$ cat src/rtl/u8u16_pkg.sv
package u8u16_pkg;

  // Byte classes of the UTF-8 decoder.
  localparam logic [7:0] ASCII_LO     = 8'h01;
  localparam logic [7:0] ASCII_HI     = 8'h7f;
  localparam logic [7:0] LEAD2_LO     = 8'hc2;
  localparam logic [7:0] LEAD2_HI     = 8'hdf;
  localparam logic [7:0] LEAD3_LO     = 8'he0;
  localparam logic [7:0] LEAD3_HI     = 8'hef;
  localparam logic [7:0] LEAD4_LO     = 8'hf0;
  localparam logic [7:0] LEAD4_HI     = 8'hf4;
  localparam logic [7:0] CONT_LO      = 8'h80;
  localparam logic [7:0] CONT_HI      = 8'hbf;

  // Scalar limits.
  localparam logic [20:0] MIN_2BYTE   = 21'h000080;
  localparam logic [20:0] MIN_3BYTE   = 21'h000800;
  localparam logic [20:0] MIN_4BYTE   = 21'h010000;
  localparam logic [20:0] SCALAR_MAX  = 21'h10ffff;
  localparam logic [20:0] SURR_LO     = 21'h00d800;
  localparam logic [20:0] SURR_HI     = 21'h00dfff;
  localparam logic [15:0] HI_SURR_BASE = 16'hd800;
  localparam logic [15:0] LO_SURR_BASE = 16'hdc00;

  // Sequence length classes (continuation bytes in the sequence).
  localparam logic [1:0] CLS_NONE     = 2'd0;
  localparam logic [1:0] CLS_TWO      = 2'd1;
  localparam logic [1:0] CLS_THREE    = 2'd2;
  localparam logic [1:0] CLS_FOUR     = 2'd3;

  // Status codes.
  localparam logic [1:0] ST_OK        = 2'd0;
  localparam logic [1:0] ST_INVALID   = 2'd1;
  localparam logic [1:0] ST_CAPACITY  = 2'd2;

  // Configuration register indexes.
  localparam logic CFG_CAPACITY       = 1'b0;
  localparam logic CFG_COUNT_ONLY     = 1'b1;

  localparam logic [15:0] CAPACITY_RESET = 16'hffff;

  // Queue between front and back.
  localparam int QUEUE_DEPTH = 4;
  localparam int QPTR_W      = $clog2(QUEUE_DEPTH);

  // One queued job: up to two code units, or the final terminator.
  typedef struct packed {
    logic [15:0] unit0;
    logic [15:0] unit1;
    logic        two;
    logic        last;
    logic [1:0]  status;
    logic [15:0] count;
  } job_t;

endpackage

$ cat src/rtl/utf8_to_utf16_transcoder.sv
// Channel   Handshake              Payload
// in_       in_valid / in_ready    in_data_byte, in_end_marker
// out_      out_valid / out_ready  out_code_unit, out_is_last, out_status, out_unit_count
// cfg_      cfg_valid / cfg_ready  cfg_index, cfg_data
//
// The decoder takes one byte beat per cycle while the four-entry job queue has room.
// A beat that completes a scalar goes into the job queue, then the output register.
// A surrogate pair is two code units; one result per cycle while out_ready is high.
// Reset (rst_n low, synchronous) clears the decoder, the queue and the output register.
// Output stalls back up through the queue into in_ready; cfg_ready is always high.
module utf8_to_utf16_transcoder
  import u8u16_pkg::*;
(
  input  logic        clk,
  input  logic        rst_n,
  input  logic        in_valid,
  output logic        in_ready,
  input  logic [7:0]  in_data_byte,
  input  logic        in_end_marker,
  output logic        out_valid,
  input  logic        out_ready,
  output logic [15:0] out_code_unit,
  output logic        out_is_last,
  output logic [1:0]  out_status,
  output logic [15:0] out_unit_count,
  input  logic        cfg_valid,
  output logic        cfg_ready,
  input  logic        cfg_index,
  input  logic [15:0] cfg_data
);

  logic [15:0] capacity_r;
  logic        count_only_r;
  logic        accept;
  logic        push;
  job_t        push_job;
  logic        pop;
  logic        full;
  logic        empty;
  job_t        head;

  assign cfg_ready = 1'b1;
  assign in_ready  = !full;
  assign accept    = in_valid && in_ready;

  always_ff @(posedge clk) begin
    if (!rst_n) begin
      capacity_r   <= CAPACITY_RESET;
      count_only_r <= 1'b0;
    end else if (cfg_valid) begin
      case (cfg_index)
        CFG_CAPACITY:   capacity_r   <= cfg_data;
        CFG_COUNT_ONLY: count_only_r <= cfg_data[0];
        default:        capacity_r   <= capacity_r;
      endcase
    end
  end

  u8u16_front u_front (
    .clk        (clk),
    .rst_n      (rst_n),
    .accept     (accept),
    .data_byte  (in_data_byte),
    .end_marker (in_end_marker),
    .capacity   (capacity_r),
    .count_only (count_only_r),
    .push       (push),
    .push_job   (push_job)
  );

  u8u16_queue u_queue (
    .clk      (clk),
    .rst_n    (rst_n),
    .push     (push),
    .push_job (push_job),
    .pop      (pop),
    .full     (full),
    .empty    (empty),
    .head     (head)
  );

  u8u16_back u_back (
    .clk            (clk),
    .rst_n          (rst_n),
    .empty          (empty),
    .head           (head),
    .pop            (pop),
    .out_valid      (out_valid),
    .out_ready      (out_ready),
    .out_code_unit  (out_code_unit),
    .out_is_last    (out_is_last),
    .out_status     (out_status),
    .out_unit_count (out_unit_count)
  );

endmodule

$ cat src/rtl/u8u16_front.sv
module u8u16_front
  import u8u16_pkg::*;
(
  input  logic        clk,
  input  logic        rst_n,
  input  logic        accept,
  input  logic [7:0]  data_byte,
  input  logic        end_marker,
  input  logic [15:0] capacity,
  input  logic        count_only,
  output logic        push,
  output job_t        push_job
);

  logic [20:0] acc_r, acc_nxt;
  logic [1:0]  rem_r, rem_nxt;
  logic [1:0]  cls_r, cls_nxt;
  logic [1:0]  err_r, err_nxt, err_dec;
  logic [15:0] cnt_r, cnt_nxt;

  logic        emit_req;
  logic [20:0] scalar;
  logic [20:0] acc_shift;
  logic [20:0] minimum;
  logic [1:0]  rem_dec;
  logic [1:0]  fin_status;

  logic        n2;
  logic [16:0] sum;
  logic        overflow;
  logic        emit0;
  logic        emit1;
  logic [19:0] offs;

  assign acc_shift = {acc_r[14:0], data_byte[5:0]};
  assign rem_dec   = rem_r - 2'd1;

  always_comb begin
    case (cls_r)
      CLS_TWO:   minimum = MIN_2BYTE;
      CLS_THREE: minimum = MIN_3BYTE;
      default:   minimum = MIN_4BYTE;
    endcase
  end

  // Decode one byte; a completed scalar raises emit_req.
  always_comb begin
    acc_nxt  = acc_r;
    rem_nxt  = rem_r;
    cls_nxt  = cls_r;
    err_dec  = err_r;
    emit_req = 1'b0;
    scalar   = 21'd0;
    if (accept) begin
      if (end_marker) begin
        acc_nxt = '0;
        rem_nxt = '0;
        cls_nxt = CLS_NONE;
        err_dec = ST_OK;
      end else if (err_r == ST_OK) begin
        if (rem_r == 2'd0) begin
          if (data_byte >= ASCII_LO && data_byte <= ASCII_HI) begin
            emit_req = 1'b1;
            scalar   = {13'd0, data_byte};
          end else if (data_byte >= LEAD2_LO && data_byte <= LEAD2_HI) begin
            acc_nxt = {16'd0, data_byte[4:0]};
            cls_nxt = CLS_TWO;
            rem_nxt = CLS_TWO;
          end else if (data_byte >= LEAD3_LO && data_byte <= LEAD3_HI) begin
            acc_nxt = {17'd0, data_byte[3:0]};
            cls_nxt = CLS_THREE;
            rem_nxt = CLS_THREE;
          end else if (data_byte >= LEAD4_LO && data_byte <= LEAD4_HI) begin
            acc_nxt = {18'd0, data_byte[2:0]};
            cls_nxt = CLS_FOUR;
            rem_nxt = CLS_FOUR;
          end else begin
            err_dec = ST_INVALID;
          end
        end else if (data_byte < CONT_LO || data_byte > CONT_HI) begin
          err_dec = ST_INVALID;
          rem_nxt = '0;
        end else begin
          acc_nxt = acc_shift;
          rem_nxt = rem_dec;
          if (rem_dec == 2'd0) begin
            acc_nxt = '0;
            cls_nxt = CLS_NONE;
            if (acc_shift < minimum || acc_shift > SCALAR_MAX ||
                (acc_shift >= SURR_LO && acc_shift <= SURR_HI)) begin
              err_dec = ST_INVALID;
            end else begin
              emit_req = 1'b1;
              scalar   = acc_shift;
            end
          end
        end
      end
    end
  end

  // Count the scalar and decide which of its units fit in the buffer.
  assign n2       = (scalar >= MIN_4BYTE);
  assign sum      = {1'b0, cnt_r} + (n2 ? 17'd2 : 17'd1);
  assign overflow = sum[16];
  assign emit0    = ({1'b0, cnt_r} + 17'd1) < {1'b0, capacity};
  assign emit1    = n2 && (({1'b0, cnt_r} + 17'd2) < {1'b0, capacity});
  assign offs     = scalar[19:0] - MIN_4BYTE[19:0];

  always_comb begin
    fin_status = err_r;
    if (fin_status == ST_OK && rem_r != 2'd0) begin
      fin_status = ST_INVALID;
    end
    if (fin_status == ST_OK && !count_only && cnt_r >= capacity) begin
      fin_status = ST_CAPACITY;
    end
  end

  always_comb begin
    err_nxt  = err_dec;
    cnt_nxt  = cnt_r;
    push     = 1'b0;
    push_job = '0;
    if (accept && end_marker) begin
      cnt_nxt         = '0;
      push            = 1'b1;
      push_job.last   = 1'b1;
      push_job.status = fin_status;
      push_job.count  = (fin_status == ST_INVALID) ? 16'd0 : cnt_r;
    end else if (emit_req) begin
      if (overflow) begin
        err_nxt = ST_CAPACITY;
        cnt_nxt = 16'hffff;
      end else begin
        cnt_nxt = sum[15:0];
        push    = !count_only && emit0;
        if (n2) begin
          push_job.unit0 = HI_SURR_BASE | {6'd0, offs[19:10]};
          push_job.unit1 = LO_SURR_BASE | {6'd0, offs[9:0]};
          push_job.two   = emit1;
        end else begin
          push_job.unit0 = scalar[15:0];
        end
      end
    end
  end

  always_ff @(posedge clk) begin
    if (!rst_n) begin
      acc_r <= '0;
      rem_r <= '0;
      cls_r <= CLS_NONE;
      err_r <= ST_OK;
      cnt_r <= '0;
    end else begin
      acc_r <= acc_nxt;
      rem_r <= rem_nxt;
      cls_r <= cls_nxt;
      err_r <= err_nxt;
      cnt_r <= cnt_nxt;
    end
  end

endmodule

$ cat src/rtl/u8u16_queue.sv
module u8u16_queue
  import u8u16_pkg::*;
(
  input  logic clk,
  input  logic rst_n,
  input  logic push,
  input  job_t push_job,
  input  logic pop,
  output logic full,
  output logic empty,
  output job_t head
);

  job_t              mem [QUEUE_DEPTH];
  logic [QPTR_W-1:0] wptr_r, wptr_nxt;
  logic [QPTR_W-1:0] rptr_r, rptr_nxt;
  logic [QPTR_W:0]   fill_r, fill_nxt;

  assign full  = (fill_r == (QPTR_W+1)'(QUEUE_DEPTH));
  assign empty = (fill_r == '0);
  assign head  = mem[rptr_r];

  always_comb begin
    wptr_nxt = push ? wptr_r + 1'b1 : wptr_r;
    rptr_nxt = pop  ? rptr_r + 1'b1 : rptr_r;
    fill_nxt = fill_r;
    if (push && !pop) begin
      fill_nxt = fill_r + 1'b1;
    end else if (pop && !push) begin
      fill_nxt = fill_r - 1'b1;
    end
  end

  always_ff @(posedge clk) begin
    if (push) begin
      mem[wptr_r] <= push_job;
    end
  end

  always_ff @(posedge clk) begin
    if (!rst_n) begin
      wptr_r <= '0;
      rptr_r <= '0;
      fill_r <= '0;
    end else begin
      wptr_r <= wptr_nxt;
      rptr_r <= rptr_nxt;
      fill_r <= fill_nxt;
    end
  end

endmodule

$ cat src/rtl/u8u16_back.sv
module u8u16_back
  import u8u16_pkg::*;
(
  input  logic        clk,
  input  logic        rst_n,
  input  logic        empty,
  input  job_t        head,
  output logic        pop,
  output logic        out_valid,
  input  logic        out_ready,
  output logic [15:0] out_code_unit,
  output logic        out_is_last,
  output logic [1:0]  out_status,
  output logic [15:0] out_unit_count
);

  logic        valid_r, valid_nxt;
  logic        phase_r, phase_nxt;
  logic        load;
  logic [15:0] unit_r;
  logic        last_r;
  logic [1:0]  status_r;
  logic [15:0] count_r;

  // The output register takes a new beat whenever the queue holds a job and the register is empty or being drained.
  assign load = !empty && (!valid_r || out_ready);

  always_comb begin
    pop       = 1'b0;
    phase_nxt = phase_r;
    valid_nxt = valid_r && !out_ready;
    if (load) begin
      valid_nxt = 1'b1;
      if (!phase_r && head.two) begin
        phase_nxt = 1'b1;
      end else begin
        phase_nxt = 1'b0;
        pop       = 1'b1;
      end
    end
  end

  always_ff @(posedge clk) begin
    if (load) begin
      if (phase_r) begin
        unit_r   <= head.unit1;
        last_r   <= 1'b0;
        status_r <= ST_OK;
        count_r  <= '0;
      end else begin
        unit_r   <= head.unit0;
        last_r   <= head.last;
        status_r <= head.status;
        count_r  <= head.count;
      end
    end
  end

  always_ff @(posedge clk) begin
    if (!rst_n) begin
      valid_r <= 1'b0;
      phase_r <= 1'b0;
    end else begin
      valid_r <= valid_nxt;
      phase_r <= phase_nxt;
    end
  end

  assign out_valid      = valid_r;
  assign out_code_unit  = unit_r;
  assign out_is_last    = last_r;
  assign out_status     = status_r;
  assign out_unit_count = count_r;

endmodule

$ cat config.mk
export PLATFORM = sky130hd
export DESIGN_NAME = utf8_to_utf16_transcoder
export DESIGN_NICKNAME = d
export VERILOG_FILES = /design/src/rtl/u8u16_pkg.sv /design/src/rtl/utf8_to_utf16_transcoder.sv /design/src/rtl/u8u16_front.sv /design/src/rtl/u8u16_queue.sv /design/src/rtl/u8u16_back.sv
export SDC_FILE = /design/constraint.sdc
export NUM_CORES = 1
export LEC_CHECK = 0
export BUFFER_PORTS_ARGS = -buffer_cell sky130_fd_sc_hd__buf_2
export CAP_MARGIN = 20
export CELL_PAD_IN_SITES_DETAIL_PLACEMENT = 1
export CELL_PAD_IN_SITES_GLOBAL_PLACEMENT = 2
export CORE_MARGIN = 2
export CORE_UTILIZATION = 47
export DETAILED_ROUTE_END_ITERATION = 12
export GPL_TIMING_DRIVEN = 0
export PLACE_DENSITY = 0.89
export SLEW_MARGIN = 20
export SYNTH_ARGS = -nofsm -noshare
export SYNTH_HDL_FRONTEND = slang
export SYNTH_SLANG_ARGS = --single-unit
$ cat constraint.sdc
create_clock -name clk -period 15.95 [get_ports clk]
set_input_delay 2.3925 -clock clk [delete_from_list [all_inputs] [get_ports clk]]
set_output_delay 2.3925 -clock clk [all_outputs]
set_load 0.05 [all_outputs]
==> results.sh, run 1 <==
export IMPL_run_status="completed"
export IMPL_cts_root_to_sink_buffers=3
export IMPL_drtAntennaViolNets=0
export IMPL_setup_reg_to_reg_worst_slack_ps=8720
export IMPL_standard_cell_row_count=61
export IMPL_grt_resource_usage_total=0.225
export IMPL_cts_tree="built"
export IMPL_path_max_fanout=10
export IMPL_routedWlPerCell_um=21.4
export IMPL_timing_setup_critical_path_class="input pin to flop"
export IMPL_synth_sequential_area_ratio=0.602
export IMPL_arrival_ps=8860
export IMPL_layout_cells_most_common_list="sky130_fd_sc_hd__edfxtp_1, sky130_fd_sc_hd__nand2_1, sky130_fd_sc_hd__dfxtp_1, sky130_fd_sc_hd__buf_2, sky130_fd_sc_hd__ha_1"
export IMPL_multiInputGateArea_mm2=0.00496
export IMPL_grt_pass1_vias=9037
export IMPL_grt_pass1_wl_um=51000
export IMPL_num_antenna_cells=0
export IMPL_clock_tree_root_cell="sky130_fd_sc_hd__clkbuf_16"
export IMPL_via_count=8524
export IMPL_mapped_cells=999
export IMPL_postCtsHoldBufs=0
export IMPL_fraction_of_registers_with_async_set_reset=0
export IMPL_timing_critical_path_to="u_queue.fill_r[2]"
export IMPL_initial_core_util=0.478
export IMPL_synth_top_family_by_area="simple AND/OR/NAND/NOR gates"
export IMPL_hold_wc_path_type="flop to flop"
export IMPL_cts_resized=0
export IMPL_timing_reg2reg_worst_path_depth=27
export IMPL_dieArea_mm2=0.0296
export IMPL_synth_cell_type_count=65
export IMPL_peakVddDrop_v=0.0000709
export IMPL_gp_congestion=0.798
export IMPL_detailedRoute_firstPassIterationCount=5
export IMPL_max_cap_check_violation_count=0
export IMPL_place_hpwl_um=23100
export IMPL_most_common_cell_after_layout_fill_and_taps_aside="sky130_fd_sc_hd__edfxtp_1"
export IMPL_synth_mux_area_frac=0.0842
export IMPL_timing_rr_end="u_queue.fill_r[2]"
export IMPL_cts_htree_levels=1
export IMPL_fp_dieH_um=172
export IMPL_post_drt_via_cell_ratio=5.65
export IMPL_regToRegStartpoint="u_front.rem_r[0]"
export IMPL_finalCriticalPeriod_ps=8380
export IMPL_synth_compound_area_frac=0.0804
export IMPL_cts_clk_slew_worst_paths_ps=60
export IMPL_drive_gt1_frac=0.164
export IMPL_final_max_slew_viol_count=0
export IMPL_drt_initial_drc_count=514
export IMPL_power_static_leakage_uw=0.00580
export IMPL_synth_yosys_warnings=0
export IMPL_fp_dieW_um=172
export IMPL_critical_path_slowest_cell="sky130_fd_sc_hd__nor3_1"
export IMPL_number_of_antenna_violations_at_the_first_check_in_global_routing=0
export IMPL_globalRouteOverflowTotal=0
export IMPL_nets=1203
export IMPL_timing_fmax_mhz=119
export IMPL_avgSynthCellArea_um2=13.3
export IMPL_timing_critical_path_cells="clkbuf_1 > nor4b_1 > nand4_1 > nor3_1 > clkbuf_1 > nand2_1 > ha_1 > a21boi_0 > o41ai_1 > a22oi_4 > inv_4 > ha_1 > inv_1 > fa_1 > or3_1 > nand2_4 > o31a_1 > inv_1 > ha_1 > inv_1 > fa_1 > xor2_1 > or3_1 > a21boi_0"
export IMPL_syn_area_mm2=0.0133
export IMPL_drc=0
export IMPL_final_core_utilization=0.555
export IMPL_cts_sinks=288
export IMPL_timing_worst_slew_pin_value_ps=957
export IMPL_rsz0062_at_grt="false"
export IMPL_synth_xor_area_frac=0.0257
export IMPL_finalWirelength_um=32300
export IMPL_hold_worst_slack_ps=497
export IMPL_setup_worst_path_start_class="input pin"
export IMPL_cp_end_kind="flop"
export IMPL_powerDensity_mw_per_mm2=152
export IMPL_synth_adder_area_share=0.0633
export IMPL_final_worst_clock_skew_ps=18.0
export IMPL_synthToLayoutAreaGrowth_pct=16.1
export IMPL_ys_ff_latch=288
export IMPL_cts_setup_buffers=0
export IMPL_grt_max_degree=20
export IMPL_placeableCoreArea_mm2=0.0278
export IMPL_clkLatencyLatePin_ps=570
export IMPL_synth_fp_nets=1096
export IMPL_critical_path_required_ps=16430
export IMPL_critical_path_max_stage_delay_ps=770
export IMPL_final_setup_viol_count=0
export IMPL_fin_tns_setup_ps=0
export IMPL_synthFlopType="sky130_fd_sc_hd__edfxtp_1"
export IMPL_final_min_period_over_clock_period=0.526
export IMPL_synth_enable_flop_cells=223
export IMPL_setup_worst_path_start="in_end_marker"
export IMPL_timing_slew_headroom=0.362
export IMPL_layout_area_seq_mm2=0.00800
export IMPL_synth_simple_area_share=0.116
export IMPL_numPortBuffers=65
export IMPL_hold_violations=0
export IMPL_io_pins=69
export IMPL_n_fill_cell=2818
export IMPL_cts_inserted_buffers=30
## Yosys cell counts (17+ instances only)
master	count	share of area
sky130_fd_sc_hd__mux4_2	47	0.080
sky130_fd_sc_hd__xnor2_1	23	0.015
sky130_fd_sc_hd__nand3_1	27	0.010
sky130_fd_sc_hd__nand2_1	116	0.033
sky130_fd_sc_hd__dfxtp_1	65	0.098
sky130_fd_sc_hd__and3_1	17	0.0080
sky130_fd_sc_hd__and2_1	48	0.023
sky130_fd_sc_hd__a21oi_1	37	0.014
sky130_fd_sc_hd__o21ai_0	24	0.0090
sky130_fd_sc_hd__inv_1	42	0.012
sky130_fd_sc_hd__edfxtp_1	223	0.50
sky130_fd_sc_hd__ha_1	64	0.060
sky130_fd_sc_hd__clkbuf_1	39	0.011
sky130_fd_sc_hd__nor2_1	29	0.0082
sky130_fd_sc_hd__a21boi_0	23	0.013
sky130_fd_sc_hd__nor3_1	20	0.0075
## cell type report
cell class                 count  share of cell area
clock buffer                  35              0.0499
buffer                        51              0.0136
tap                          378              0.0307
multi-input combinational    617               0.322
clock inverter                21              0.0178
inverter                      43              0.0106
timing repair buffer          75              0.0373
sequential                   288               0.518
## how the worst min path moves through the flow
| stage | startpoint | end | depth (start not counted) |
|---|---|---|---|
| 4_1_cts | u_front.cls_r[1] | u_front.cls_r[1] | 2 |
| 3_3_place_gp | u_back.out_valid | u_back.out_valid | 2 |
| 6_report | u_front.cls_r[1] | u_front.cls_r[1] | 2 |
| 3_5_place_dp | u_front.cls_r[1] | u_front.cls_r[1] | 2 |
| 2_1_floorplan | u_front.acc_r[9] | u_front.acc_r[9] | 2 |
| 5_1_grt | u_front.cls_r[1] | u_front.cls_r[1] | 2 |
## registers in the layout, summed over array words and instances (netlist names), 2 cells and up, named ones only
signal and flops:
capacity_r 16, u_back.out_code_unit 16, u_back.out_status 2, u_back.out_unit_count 16, u_front.acc_r 15, u_front.cls_r 2, u_front.cnt_r 16, u_front.err_r 2
u_front.rem_r 2, u_queue.fill_r 3, u_queue.mem 188, u_queue.rptr_r 2, u_queue.wptr_r 2
## cells by family after synthesis
family / count (synthesis)
other cells: 1
fa+ha+maj: 66
flops: 288
buf+inv: 94
mux: 53
simple gates: 304
compound gates: 154
xor+xnor: 39
## where the power goes
part	internal [uW]	switching, uW
clock network	443	291
logic	219	431
registers	931	32.1
## through the flow
step | std cells | instance area [um^2] | total power (uW) | worst slack (ps)
after floorplan | 999 | 13300 | 1450 | 7470
after global placement | 1442 | 14100 | 1590 | 5050
after detailed placement | 1452 | 14400 | 1630 | 7100
after CTS | 1508 | 15400 | 2370 | 7600
after global routing | 1508 | 15400 | 2450 | 7120
final | 1508 | 15400 | 2350 | 7570
## metal layers
layer  GRT usage  vias to the layer above  wire length [um]
met5           0                        -                 0
met4      0.0577                        0               789
met3      0.0334                       47              1490
met2       0.387                      214             15900
met1       0.301                     4314             14100
li1            -                     3949                 -
## critical path, delay by kind of cell
| family | cells | cell delay (ps) |
|---|---|---|
| buffers and inverters | 6 | 1060 |
| AO/OA/AOI/OAI | 5 | 1260 |
| adder cells (fa/ha/maj) | 5 | 1380 |
| AND/OR/NAND/NOR | 7 | 2660 |
| XOR/XNOR | 1 | 80 |
(Power assumes the default switching activity.)
==> inputs of run 2 (changes only) <==
ABC_AREA = 1   (was not set)
CORE_UTILIZATION = 40   (was 47)
PLACE_DENSITY = 0.84   (was 0.89)
clock period = 8.8 ns   (was 15.95 ns; I/O delays follow)
==> run 2 against run 1 <==
  * Non-clock buffer count rose by 18
  * Synthesized cell count up 42%
  * Via count grew 23%
  * Utilization shrank 8.7 points
  * Routed wire length is 22% higher
  * Sequential share of layout area down 2.1 points
  * Cell count up 33%
  * First-iteration DRC count rose by 16%
  * Die area up 22%
  * Global-route usage down 0.25 points
  * Worst setup slack worse by 4500 ps
  * Sequential power rose by 86%
  * Critical endpoint is now u_queue.mem[0][7]
  * Largest power group unchanged
==> results.sh, run 2 <==
export IMPL_run_status="completed"
export IMPL_critical_path_required_ps=9020
export IMPL_timing_worst_slew_pin_value_ps=757
export IMPL_routedWlPerCell_um=19.6
export IMPL_synth_compound_area_frac=0.122
export IMPL_finalCriticalPeriod_ps=5760
export IMPL_rsz0062_at_grt="false"
export IMPL_cts_clk_slew_worst_paths_ps=60
export IMPL_ys_ff_latch=288
export IMPL_clock_tree_root_cell="sky130_fd_sc_hd__clkbuf_16"
export IMPL_grt_pass1_vias=11100
export IMPL_cp_end_kind="flop"
export IMPL_post_drt_via_cell_ratio=5.23
export IMPL_timing_fmax_mhz=174
export IMPL_synth_mux_area_frac=0
export IMPL_synthFlopType="sky130_fd_sc_hd__edfxtp_1"
export IMPL_drtAntennaViolNets=0
export IMPL_critical_path_slowest_cell="sky130_fd_sc_hd__nor2_4"
export IMPL_number_of_antenna_violations_at_the_first_check_in_global_routing=0
export IMPL_globalRouteOverflowTotal=0
export IMPL_path_common_cell="sky130_fd_sc_hd__inv_1"
export IMPL_timing_slew_headroom=0.495
export IMPL_standard_cell_row_count=68
export IMPL_synth_sequential_area_ratio=0.578
export IMPL_drc=0
export IMPL_fp_dieH_um=190
export IMPL_mapped_cells=1414
export IMPL_fin_tns_setup_ps=0
export IMPL_synth_top_family_by_area="simple AND/OR/NAND/NOR gates"
export IMPL_final_max_slew_viol_count=0
export IMPL_critical_path_max_stage_delay_ps=560
export IMPL_synth_top_cell_by_area="sky130_fd_sc_hd__edfxtp_1"
export IMPL_dieArea_mm2=0.0361
export IMPL_cts_inserted_buffers=34
export IMPL_finalWirelength_um=39300
export IMPL_synthToLayoutAreaGrowth_pct=16.2
export IMPL_final_worst_clock_skew_ps=18.4
export IMPL_library_cell_with_the_highest_instance_count_after_synthesis="sky130_fd_sc_hd__nor2_1"
export IMPL_netlist_top_cells_count="sky130_fd_sc_hd__nor2_1, sky130_fd_sc_hd__edfxtp_1, sky130_fd_sc_hd__nand2_1"
export IMPL_most_common_cell_after_layout_fill_and_taps_aside="sky130_fd_sc_hd__nor2_1"
export IMPL_clkLatencyLatePin_ps=520
export IMPL_max_cap_check_violation_count=0
export IMPL_syn_area_mm2=0.0138
export IMPL_final_setup_viol_count=0
export IMPL_nets=1623
export IMPL_hold_worst_slack_ps=483
export IMPL_fp_dieW_um=190
export IMPL_cts_setup_buffers=0
export IMPL_cts_sinks=288
export IMPL_synth_adder_area_share=0.0608
export IMPL_timing_setup_critical_path_class="input pin to flop"
export IMPL_grt_max_degree=27
export IMPL_peakVddDrop_v=0.000221
export IMPL_layout_cells_most_common_list="sky130_fd_sc_hd__nor2_1, sky130_fd_sc_hd__edfxtp_1, sky130_fd_sc_hd__nand2_1, sky130_fd_sc_hd__o21ai_0, sky130_fd_sc_hd__inv_1"
export IMPL_grt_resource_usage_total=0.223
export IMPL_synth_xor_area_frac=0.0215
export IMPL_powerDensity_mw_per_mm2=291
export IMPL_synth_fp_nets=1511
export IMPL_initial_core_util=0.403
export IMPL_max_ffs_per_register=188
export IMPL_fraction_of_registers_with_async_set_reset=0
export IMPL_synthTopCellsByArea="sky130_fd_sc_hd__edfxtp_1, sky130_fd_sc_hd__dfxtp_1, sky130_fd_sc_hd__nor2_1"
export IMPL_gp_congestion=0.887
export IMPL_grt_pass1_wl_um=61800
export IMPL_avgSynthCellArea_um2=9.78
export IMPL_cts_htree_levels=2
export IMPL_placeableCoreArea_mm2=0.0343
export IMPL_synth_simple_area_share=0.162
export IMPL_detailedRoute_firstPassIterationCount=4
export IMPL_max_flop_register="u_queue.mem"
export IMPL_synth_yosys_warnings=0
export IMPL_hold_wc_path_type="flop to flop"
export IMPL_hold_violations=0
export IMPL_setup_worst_path_start_class="input pin"
export IMPL_arrival_ps=5990
export IMPL_drive_gt1_frac=0.112
export IMPL_cts_tree="built"
export IMPL_synth_cell_type_count=48
export IMPL_cts_root_to_sink_buffers=3
export IMPL_power_static_leakage_uw=0.00644
export IMPL_place_hpwl_um=28400
export IMPL_path_max_fanout=17
export IMPL_io_pins=69
export IMPL_num_antenna_cells=0
export IMPL_synth_top_area_share=0.484
export IMPL_drt_initial_drc_count=594
export IMPL_synth_enable_flop_cells=223
export IMPL_final_min_period_over_clock_period=0.655
export IMPL_numPortBuffers=67
export IMPL_cts_resized=0
export IMPL_postCtsHoldBufs=0
export IMPL_via_count=10500
run 2: cell count changes after synthesis, moves of 22 or more:
cell / before / now
sky130_fd_sc_hd__a21boi_0: 23 / 1
sky130_fd_sc_hd__a21oi_1: 37 / 103
sky130_fd_sc_hd__and2_1: 48 / 1
sky130_fd_sc_hd__inv_1: 42 / 119
sky130_fd_sc_hd__mux4_2: 47 / 0
sky130_fd_sc_hd__nand2_1: 116 / 177
sky130_fd_sc_hd__nor2_1: 29 / 261
sky130_fd_sc_hd__o21ai_0: 24 / 120
run 2: report_power, final:
group,switching [uW],internal [uW],total (uW)
Combinational,1130,379,1510
Clock,557,829,1390
Sequential,70.9,1720,1790
Total,1760,2920,4680
run 2: routing by layer:
metal	part of all wire	wire [um]	track usage
met1	0.46	18200	0.301
met2	0.47	18400	0.372
met3	0.043	1700	0.0297
met4	0.025	969	0.0689
met5	0	0	0
run 2: path summary, 6_finish.rpt:
check                     from                 to  depth (start not counted)  slack, ps
max            in_data_byte[7]  u_queue.mem[0][7]                         29       3040
min reg2reg  u_queue.fill_r[2]  u_queue.fill_r[2]                          2        480
min          u_queue.fill_r[2]  u_queue.fill_r[2]                          2        480
max reg2reg   u_front.cls_r[0]  u_queue.mem[0][7]                         32       3100
run 2: per-stage QoR:
step	cell area (um^2)	setup slack (ps)	utilization	std cells	total power, uW
floorplan	13800	2140	-	1414	2830
global placement	14700	-384	0.430	1936	3260
detailed placement	15000	2480	0.437	1945	3330
CTS	16100	2990	0.469	2005	4730
global route	16100	2600	0.469	2005	4920
finish	16100	3040	0.469	2005	4680
run 2: cell families after synthesis:
group | Yosys count
buffers and inverters | 190
adder cells (fa/ha/maj) | 66
AO/OA/AOI/OAI | 300
flip-flops | 288
other | 1
AND/OR/NAND/NOR | 535
XOR/XNOR | 34
run 2: worst max-delay path: cells and delay by family:
kind	cells	cell delay [ps]
buf+inv	12	1520
simple gates	13	2230
compound gates	1	260
fa+ha+maj	3	610
run 2: layout make-up:
cell class | instances | area [um^2]
Buffer | 68 | 303
Inverter | 122 | 458
Multi-Input combinational cell | 936 | 5100
Sequential cell | 288 | 8000
Fill cell | 3852 | 18200
Clock buffer | 43 | 916
Timing Repair Buffer | 76 | 546
Tap cell | 455 | 569
Clock inverter | 17 | 174
